===== src/rtl/core/api_frame_deframer_assert.svh =====
// Assertion macros used by the frame deframer parser RTL.
// Expects clk and arst_n in scope at every use.
`ifndef API_FRAME_DEFRAMER_ASSERT_SVH
`define API_FRAME_DEFRAMER_ASSERT_SVH

// Same-cycle implication, checked out of reset.
`define AFD_ASSERT_NOW(lbl, ante, cons, msg) \
	lbl: assert property (@(posedge clk) disable iff (!arst_n) (ante) |-> (cons)) \
		else $error(msg);

// Next-cycle implication, checked out of reset.
`define AFD_ASSERT_NEXT(lbl, ante, cons, msg) \
	lbl: assert property (@(posedge clk) disable iff (!arst_n) (ante) |=> (cons)) \
		else $error(msg);

`endif


===== src/rtl/core/afd_pkg.sv =====
// Package for the API frame deframer: payload structs, event codes, constants.
// No dependencies; imported by every module in rtl/core.
package afd_pkg;

	localparam int MAX_LENGTH = 256;

	localparam logic [7:0]  HDR_API       = 8'h7E;
	localparam logic [7:0]  TXT_O         = 8'h4F;
	localparam logic [7:0]  TXT_K         = 8'h4B;
	localparam logic [7:0]  TXT_CR        = 8'h0D;
	localparam logic [7:0]  SUM_OK        = 8'hFF;
	localparam logic [15:0] TIMEOUT_RESET = 16'd500;

	localparam logic [2:0] EV_NONE     = 3'd0;
	localparam logic [2:0] EV_BYTE     = 3'd1;
	localparam logic [2:0] EV_GOOD     = 3'd2;
	localparam logic [2:0] EV_BADSUM   = 3'd3;
	localparam logic [2:0] EV_TXTOK    = 3'd4;
	localparam logic [2:0] EV_TXTABORT = 3'd5;
	localparam logic [2:0] EV_TIMEOUT  = 3'd6;
	localparam logic [2:0] EV_BADLEN   = 3'd7;

	localparam logic [0:0] OP_BYTE = 1'b0;

	typedef struct packed {
		logic       op;
		logic [7:0] rx_byte;
	} in_item_t;

	typedef struct packed {
		logic [2:0]  event_res;
		logic [7:0]  payload_byte;
		logic [7:0]  byte_index;
		logic [15:0] frame_length;
		logic [7:0]  frame_type;
	} out_item_t;

	// Control from the top-level stage to the parser.
	typedef struct packed {
		logic        step;
		logic [15:0] timeout_ticks;
	} ctrl_t;

endpackage


===== src/rtl/core/afd_parser.sv =====
// Frame/text parser state and its per-item next-state and result logic.
// Depends on afd_pkg and api_frame_deframer_assert.svh.
`include "api_frame_deframer_assert.svh"

module afd_parser
	import afd_pkg::*;
(
	input  logic      clk,
	input  logic      arst_n,
	input  ctrl_t     ctrl,
	input  in_item_t  item,
	output out_item_t result
);

	typedef enum logic [2:0] {
		PH_IDLE    = 3'd0,
		PH_LEN_HI  = 3'd1,
		PH_LEN_LO  = 3'd2,
		PH_PAYLOAD = 3'd3,
		PH_CHECK   = 3'd4,
		PH_TXT_K   = 3'd5,
		PH_TXT_CR  = 3'd6
	} phase_t;

	localparam logic [15:0] MAX_LEN_W = 16'(MAX_LENGTH);

	phase_t      phase_q,   phase_d;
	logic [15:0] length_q,  length_d;
	logic [8:0]  left_q,    left_d;
	logic [7:0]  pos_q,     pos_d;
	logic [7:0]  sum_q,     sum_d;
	logic [7:0]  type_q,    type_d;
	logic [15:0] elapsed_q, elapsed_d;

	logic [16:0] tick_cnt;
	logic [15:0] len_full;
	logic [7:0]  sum_next;

	assign tick_cnt = {1'b0, elapsed_q} + 17'd1;
	assign len_full = {length_q[15:8], item.rx_byte};
	assign sum_next = sum_q + item.rx_byte;

	always_comb begin
		phase_d   = phase_q;
		length_d  = length_q;
		left_d    = left_q;
		pos_d     = pos_q;
		sum_d     = sum_q;
		type_d    = type_q;
		elapsed_d = elapsed_q;
		result    = '0;
		if (item.op != OP_BYTE[0]) begin
			// tick: only counts while something is in progress
			if (phase_q != PH_IDLE) begin
				if (tick_cnt > {1'b0, ctrl.timeout_ticks}) begin
					result.event_res    = EV_TIMEOUT;
					result.frame_length = length_q;
					phase_d   = PH_IDLE;
					left_d    = '0;
					pos_d     = '0;
					sum_d     = '0;
					elapsed_d = '0;
				end else begin
					elapsed_d = tick_cnt[15:0];
				end
			end
		end else begin
			case (phase_q)
				PH_IDLE: begin
					if (item.rx_byte == HDR_API || item.rx_byte == TXT_O) begin
						phase_d   = (item.rx_byte == HDR_API) ? PH_LEN_HI : PH_TXT_K;
						length_d  = '0;
						left_d    = '0;
						pos_d     = '0;
						sum_d     = '0;
						elapsed_d = '0;
					end
				end
				PH_LEN_HI: begin
					length_d = {item.rx_byte, 8'h00};
					phase_d  = PH_LEN_LO;
				end
				PH_LEN_LO: begin
					length_d = len_full;
					if (len_full == '0 || len_full > MAX_LEN_W) begin
						result.event_res    = EV_BADLEN;
						result.frame_length = len_full;
						phase_d   = PH_IDLE;
						left_d    = '0;
						pos_d     = '0;
						sum_d     = '0;
						elapsed_d = '0;
					end else begin
						left_d  = len_full[8:0];
						phase_d = PH_PAYLOAD;
					end
				end
				PH_PAYLOAD: begin
					result.event_res    = EV_BYTE;
					result.payload_byte = item.rx_byte;
					result.byte_index   = pos_q;
					result.frame_length = length_q;
					if (pos_q == '0)
						type_d = item.rx_byte;
					sum_d  = sum_next;
					left_d = left_q - 9'd1;
					if (left_q == 9'd1)
						phase_d = PH_CHECK;
					else
						pos_d = pos_q + 8'd1;
				end
				PH_CHECK: begin
					result.frame_length = length_q;
					if (sum_next == SUM_OK) begin
						result.event_res  = EV_GOOD;
						result.frame_type = type_q;
					end else begin
						result.event_res = EV_BADSUM;
					end
					phase_d   = PH_IDLE;
					left_d    = '0;
					pos_d     = '0;
					sum_d     = '0;
					elapsed_d = '0;
				end
				PH_TXT_K: begin
					if (item.rx_byte == TXT_K) begin
						phase_d = PH_TXT_CR;
					end else begin
						result.event_res = EV_TXTABORT;
						phase_d   = PH_IDLE;
						left_d    = '0;
						pos_d     = '0;
						sum_d     = '0;
						elapsed_d = '0;
					end
				end
				PH_TXT_CR: begin
					result.event_res = (item.rx_byte == TXT_CR) ? EV_TXTOK : EV_TXTABORT;
					phase_d   = PH_IDLE;
					left_d    = '0;
					pos_d     = '0;
					sum_d     = '0;
					elapsed_d = '0;
				end
				default: begin
					phase_d   = PH_IDLE;
					left_d    = '0;
					pos_d     = '0;
					sum_d     = '0;
					elapsed_d = '0;
				end
			endcase
		end
	end

	always_ff @(posedge clk or negedge arst_n) begin
		if (!arst_n) begin
			phase_q   <= PH_IDLE;
			length_q  <= '0;
			left_q    <= '0;
			pos_q     <= '0;
			sum_q     <= '0;
			type_q    <= '0;
			elapsed_q <= '0;
		end else if (ctrl.step) begin
			phase_q   <= phase_d;
			length_q  <= length_d;
			left_q    <= left_d;
			pos_q     <= pos_d;
			sum_q     <= sum_d;
			type_q    <= type_d;
			elapsed_q <= elapsed_d;
		end
	end

	// idle always means a clean slate for the counters
	`AFD_ASSERT_NOW(a_idle_clean, phase_q == PH_IDLE, elapsed_q == '0 && left_q == '0 && pos_q == '0, "idle with stale counters")
	// a byte in the payload phase always streams out
	`AFD_ASSERT_NOW(a_payload_ev, ctrl.step && phase_q == PH_PAYLOAD && item.op == OP_BYTE[0], result.event_res == EV_BYTE, "payload byte not reported")
	// last payload byte leads to the checksum phase
	`AFD_ASSERT_NEXT(a_last_byte, ctrl.step && phase_q == PH_PAYLOAD && item.op == OP_BYTE[0] && left_q == 9'd1, phase_q == PH_CHECK, "missed checksum phase")
	// remaining count never runs dry while still in payload
	`AFD_ASSERT_NOW(a_left_nz, phase_q == PH_PAYLOAD, left_q != '0, "payload phase with zero bytes left")

endmodule


===== src/rtl/core/afd_result_reg.sv =====
// Output register for result transactions; while a result waits unaccepted, it holds the parser.
// Depends on afd_pkg.
module afd_result_reg
	import afd_pkg::*;
(
	input  logic      clk,
	input  logic      arst_n,
	input  logic      load,
	input  out_item_t load_item,
	output logic      can_load,
	output logic      out_valid,
	input  logic      out_ready,
	output out_item_t out_item
);

	logic      valid_q;
	out_item_t item_q;

	assign can_load  = !valid_q || out_ready;
	assign out_valid = valid_q;
	assign out_item  = item_q;

	always_ff @(posedge clk or negedge arst_n) begin
		if (!arst_n) begin
			valid_q <= 1'b0;
		end else if (load) begin
			valid_q <= 1'b1;
		end else if (out_ready) begin
			valid_q <= 1'b0;
		end
	end

	always_ff @(posedge clk) begin
		if (load)
			item_q <= load_item;
	end

endmodule


===== src/rtl/core/api_frame_deframer.sv =====
// API frame deframer top level: input stage, timeout register, parser, result register.
// Depends on afd_pkg, afd_parser, afd_result_reg.
//
//  channel | direction | handshake             | payload
//  --------+-----------+-----------------------+--------------------------------
//  in      | input     | in_valid / in_ready   | in_item  (op, rx_byte)
//  out     | output    | out_valid / out_ready | out_item (event, byte, index,
//          |           |                       |           length, type)
//  cfg     | input     | cfg_valid / cfg_ready | cfg_data (timeout_ticks)
//
// Every input transaction yields exactly one output transaction; it is
// registered in the input register, then its result in the result
// register. Sustained rate is one transaction per cycle while out_ready
// stays high; the parser state update is combinational logic between those two registers.
// Reset clears all control state and loads timeout_ticks with 500.
// A stall on out backs up through the result register into in_ready.
module api_frame_deframer
	import afd_pkg::*;
(
	input  logic        clk,
	input  logic        arst_n,
	input  logic        in_valid,
	output logic        in_ready,
	input  in_item_t    in_item,
	output logic        out_valid,
	input  logic        out_ready,
	output out_item_t   out_item,
	input  logic        cfg_valid,
	output logic        cfg_ready,
	input  logic [15:0] cfg_data
);

	// input stage
	logic      valid_s1;
	in_item_t  item_s1;
	logic      res_can_load;
	logic      advance;
	logic [15:0] timeout_q;
	ctrl_t     ctrl;
	out_item_t result;

	// the item in s1 moves on when the result register can take its result
	assign advance  = valid_s1 && res_can_load;
	assign in_ready = !valid_s1 || res_can_load;

	// register is always writable; writes must land only while idle, a user contract the block does not enforce
	assign cfg_ready = 1'b1;

	always_ff @(posedge clk or negedge arst_n) begin
		if (!arst_n) begin
			valid_s1  <= 1'b0;
			timeout_q <= TIMEOUT_RESET;
		end else begin
			if (in_valid && in_ready)
				valid_s1 <= 1'b1;
			else if (advance)
				valid_s1 <= 1'b0;
			if (cfg_valid)
				timeout_q <= cfg_data;
		end
	end

	always_ff @(posedge clk) begin
		if (in_valid && in_ready)
			item_s1 <= in_item;
	end

	assign ctrl.step          = advance;
	assign ctrl.timeout_ticks = timeout_q;

	afd_parser u_parser (
		.clk    (clk),
		.arst_n (arst_n),
		.ctrl   (ctrl),
		.item   (item_s1),
		.result (result)
	);

	afd_result_reg u_result (
		.clk       (clk),
		.arst_n    (arst_n),
		.load      (advance),
		.load_item (result),
		.can_load  (res_can_load),
		.out_valid (out_valid),
		.out_ready (out_ready),
		.out_item  (out_item)
	);

endmodule

===== config.mk =====
export PLATFORM = sky130hd
export DESIGN_NAME = api_frame_deframer
export DESIGN_NICKNAME = d
export VERILOG_FILES = /design/src/rtl/core/afd_pkg.sv /design/src/rtl/core/afd_parser.sv /design/src/rtl/core/afd_result_reg.sv /design/src/rtl/core/api_frame_deframer.sv
export VERILOG_INCLUDE_DIRS = /design/src /design/src/rtl/core
export SDC_FILE = /design/constraint.sdc
export NUM_CORES = 1
export LEC_CHECK = 0
export BUFFER_PORTS_ARGS = -buffer_cell sky130_fd_sc_hd__buf_2
export CAP_MARGIN = 25
export CORE_UTILIZATION = 59
export DETAILED_ROUTE_END_ITERATION = 8
export PLACE_DENSITY = 0.83
export SLEW_MARGIN = 20
export SYNTH_ARGS = -nofsm -noshare
export SYNTH_HDL_FRONTEND = slang
export SYNTH_HIERARCHICAL = 1
export SYNTH_SLANG_ARGS = --single-unit
export TNS_END_PERCENT = 1

===== constraint.sdc =====
create_clock -name clk -period 4.4 [get_ports clk]
set_input_delay 0.22 -clock clk [delete_from_list [all_inputs] [get_ports clk]]
set_output_delay 0.22 -clock clk [all_outputs]
set_load 0.005 [all_outputs]

==> results.txt <==
The flow ran to the end, but the final reports show violations. The checks that failed: design-rule violations. The period utilization is about 93%.

The depth of the CTS H-tree came out at 4. The global-route usage over all layers came out at 27.5%. The worst-case clock skew is between 0.006 and 0.007 ns. The register bit total from synthesis is around 140. The net switching power of the design is 0.00138 W. The number of diodes added for antenna fixing is 0. The number of endpoints with negative hold slack in the final report came to 0. The max-slew violation count came out at 0.

The number of buffers created by CTS is 17. The DRC violation total after the first TritonRoute iteration came out at 416. Sequential elements use 51.9% of the synthesized area. For the worst setup path, the data arrival time is 4.27 ns. The routed via count came out at 5591. The share of power burned in registers came out at about two fifths.

The horizontal extent of the die came out at 112 um. The die covers 12600 um2. For this run, design rule violations remaining after detail routing come to 5. The first global-routing pass estimated 26800 um of wire.

The net switching fraction of the power is 32.3%. The number of rows created at floorplan is 39. The number of optimization iterations in the first detailed-route pass is 7. The average cell area after synthesis came out at 10.7 um2. TritonCTS built the clock tree. The area growth from synthesis to layout is 17.4%. Setup violations remaining at the end of the flow were counted as 0. The cell sitting at the root of the clock tree is a sky130_fd_sc_hd__clkbuf_16.

The most instantiated flip-flop cell in the synthesis netlist is sky130_fd_sc_hd__dfrtp_1. Combinational logic burns 24.2% of the power. The final sum of negative setup slack came out at 0 ns. The number of global-route vias before repair is between 5000 and 6000.

After detailed routing, the average wire length per cell comes to 17.9 um. The number of nets in the layout came out at 813. Of the cells placed in the final design, the portion with a size suffix greater than 1 is 22.0%.

After global routing the overflow that remains totals 0. In the synthesized netlist the async set-or-reset flop fraction comes to 62.3%. The region available for standard cell placement spans approximately 12000 um2. The number of antenna violations at the first check in global routing is 0. The placer's final routability congestion estimate is 0.878.

The maximum clock frequency came out at between 200 and 250 MHz. Setup repair after global routing left no endpoint under its margin. The synthesized design contains 52 enable-type register cells. The slowest cell on the critical path is sky130_fd_sc_hd__or3_1. The distinct cell type count of the synthesized netlist came out at 76.

The design internal power is just under 0.003 W. Yosys printed 6 warnings. The synthesized area is 7170 um2. The final-layout worst hold slack came out at between 0.03 and 0.04 ns. The number of top-level pins came out at 76. The worst setup path category is register to register. The maximum fanout encountered on the critical timing path is 9. The effective utilization at floorplan is 61.7%. The clock insertion delay at the later pin of the skew report came out at 0.42 ns. The CTS clock-pin slew for the worst setup and hold paths is 0.06 ns.

The worst path required time is 4.57 ns. The max-cap check violation count came out at 0. The vertical die dimension came out at 112 um. The maximum cell stage delay along the critical path is 0.44 ns. The slew of the pin with the lowest slew margin came out at roughly 0.9 ns.

The clock period could shrink to approximately 4.1 ns. Measured against its own limit, the worst slew margin works out to between 30 and 40%. Entering global routing, the biggest net connects 50 pins.

The class of the tightest hold or removal check is input port to register. The worst setup path is captured at a register. Walking the worst path, the cells encountered are nand3_1 -> nor2_1 -> and2_0 -> nand3_1 -> or3_1 -> xnor2_1 -> ha_1 -> nand3_1 -> nor3_1 -> and3_1 -> a211oi_2 -> nor3_4 -> a31oi_2 -> a2bb2o_1. The maximum vdd drop came out at 269 uV. The static power due to leakage is about 3.7 nW. The maximum count of clock buffers along a single path came out at 2. The per-cell via count in the routed design came out at a little over 6. The gate count after technology mapping came out at 671. The total nets after synthesis is 730. After detailed routing, the total wire length is 16300 um. Once detail routing completed, the nets flagged for antenna violations numbered 0. The number of clock sinks came out at ~140.

Per report_power, the clock group accounts for 36.7% of the total. The power density over the cells is 507 nW/um2. In this run the tool buffered the top-level ports with 74 buffer cells. Once detailed placement completed, the half-perimeter wirelength came to 10900 um. By instance count, the cell type seen most on the critical path is sky130_fd_sc_hd__nand3_1. The worst setup path is launched from a register.
[sequential cells by signal, indices dropped and copies added, names as in the netlist]
name                cells
u_parser/type_q         8
u_parser/phase_q        3
u_result/out_valid      1
item_s1                 9
valid_s1                1
u_parser/pos_q          8
u_parser/sum_q          8
u_parser/left_q         9
timeout_q              16
u_result/out_item      43
u_parser/length_q      16
u_parser/elapsed_q     16
[final timing paths]
path,depth (start not counted),start,slack (ns),to
setup / recovery,14,u_parser/elapsed_q[2],0.30,u_result/out_item[15]
hold / removal,2,cfg_data[9],0.03,timeout_q[9]
setup reg to reg,14,u_parser/elapsed_q[2],0.30,u_result/out_item[15]
hold reg to reg,2,u_parser/sum_q[2],0.49,u_parser/sum_q[2]
max in group asynchronous,3,arst_n,3.43,timeout_q[8]
min in group asynchronous,2,arst_n,0.31,timeout_q[3]
[cell usage after synthesis, types with 13 or more instances]
| master | number | share of area [%] |
|---|---|---|
| sky130_fd_sc_hd__a21oi_1 | 20 | 1.4 |
| sky130_fd_sc_hd__a22o_1 | 13 | 1.6 |
| sky130_fd_sc_hd__and2_1 | 14 | 1.2 |
| sky130_fd_sc_hd__and3_1 | 20 | 1.7 |
| sky130_fd_sc_hd__clkbuf_1 | 19 | 0.99 |
| sky130_fd_sc_hd__dfrtp_1 | 80 | 28 |
| sky130_fd_sc_hd__edfxtp_1 | 52 | 22 |
| sky130_fd_sc_hd__ha_1 | 28 | 4.9 |
| sky130_fd_sc_hd__inv_1 | 30 | 1.6 |
| sky130_fd_sc_hd__mux2_2 | 18 | 2.8 |
| sky130_fd_sc_hd__nand2_1 | 81 | 4.2 |
| sky130_fd_sc_hd__nand3_1 | 17 | 1.2 |
| sky130_fd_sc_hd__nor2_1 | 40 | 2.1 |
| sky130_fd_sc_hd__nor3_1 | 14 | 0.98 |
| sky130_fd_sc_hd__o21ai_0 | 58 | 4.0 |
| sky130_fd_sc_hd__xnor2_1 | 13 | 1.6 |
[logic make-up (layout without fill, tap and decap cells)]
group	Yosys count	after routing	synth area share, %
other cells	1	1	0.0523
compound gates	150	150	13.8
flops	138	138	51.9
mux	28	28	4.92
buf+inv	62	158	3.94
xor+xnor	22	22	2.69
simple gates	241	241	17.5
fa+ha+maj	29	29	5.16
[repair_timing]
item                       in CTS  in global routing
hold endpoints to repair       45                  0
buffers inserted                0                  0
setup endpoints to repair       0                  8
hold buffers                   11                  0
resized for setup               0                  1
[routing by layer]
metal	track usage [%]	vias to the layer above	wire length [um]
met2	42.9	271	7770
met4	12.6	0	318
met5	0	-	0
met3	6.05	28	1350
li1	-	2594	-
met1	37.1	2698	6840
[power groups by stage]
stage          registers [W]  clock network (W)  logic [W]
4_1_cts              0.00167            0.00159    0.00101
5_1_grt              0.00170            0.00165    0.00112
2_1_floorplan        0.00161                  0   0.000760
3_5_place_dp         0.00169                  0   0.000994
6_report             0.00167            0.00157    0.00103
3_3_place_gp         0.00168                  0   0.000957
[cell type report]
type                            instances  area, um2
Tap cell                              143        179
Clock buffer                           19        433
Sequential cell                       138       3720
Multi-Input combinational cell        471       3180
Clock inverter                         13        216
Timing Repair Buffer                   94        571
Inverter                               32        120
Fill cell                             851       3190
[per-stage QoR]
step	total power, W	util [%]	setup slack, ns	instance area [um2]	std cells
after floorplan	0.00238	-	0.635	7170	671
after global placement	0.00264	65.7	0.446	7630	866
after detailed placement	0.00268	65.9	0.223	7650	867
after CTS	0.00427	72.4	0.187	8410	910
after global routing	0.00447	72.5	0.0208	8420	910
final	0.00427	72.5	0.302	8420	910
[cell usage in the layout, fill, tap and decap left out, drive strengths merged, types with 12 or more instances in the layout]
| master | n |
|---|---|
| ha | 28 |
| nand2b | 12 |
| nand2 | 81 |
| a21oi | 20 |
| edfxtp | 52 |
| and3 | 20 |
| nor2 | 40 |
| buf | 83 |
| xnor2 | 13 |
| nand3 | 18 |
| dfrtp | 80 |
| clkbuf | 19 |
| o21ai | 63 |
| nor3 | 18 |
| mux2 | 28 |
| inv | 34 |
| and2 | 15 |
| a22o | 13 |
[worst max-delay path, delay by kind of cell (launching register included)]
kind	cells	cell delay, ns
AND/OR/NAND/NOR	9	2.36
XOR/XNOR	1	0.15
adder cells (fa/ha/maj)	1	0.32
AO/OA/AOI/OAI	3	0.59
flip-flops	1	0.43
No activity file was read; power rests on OpenSTA's default activity.
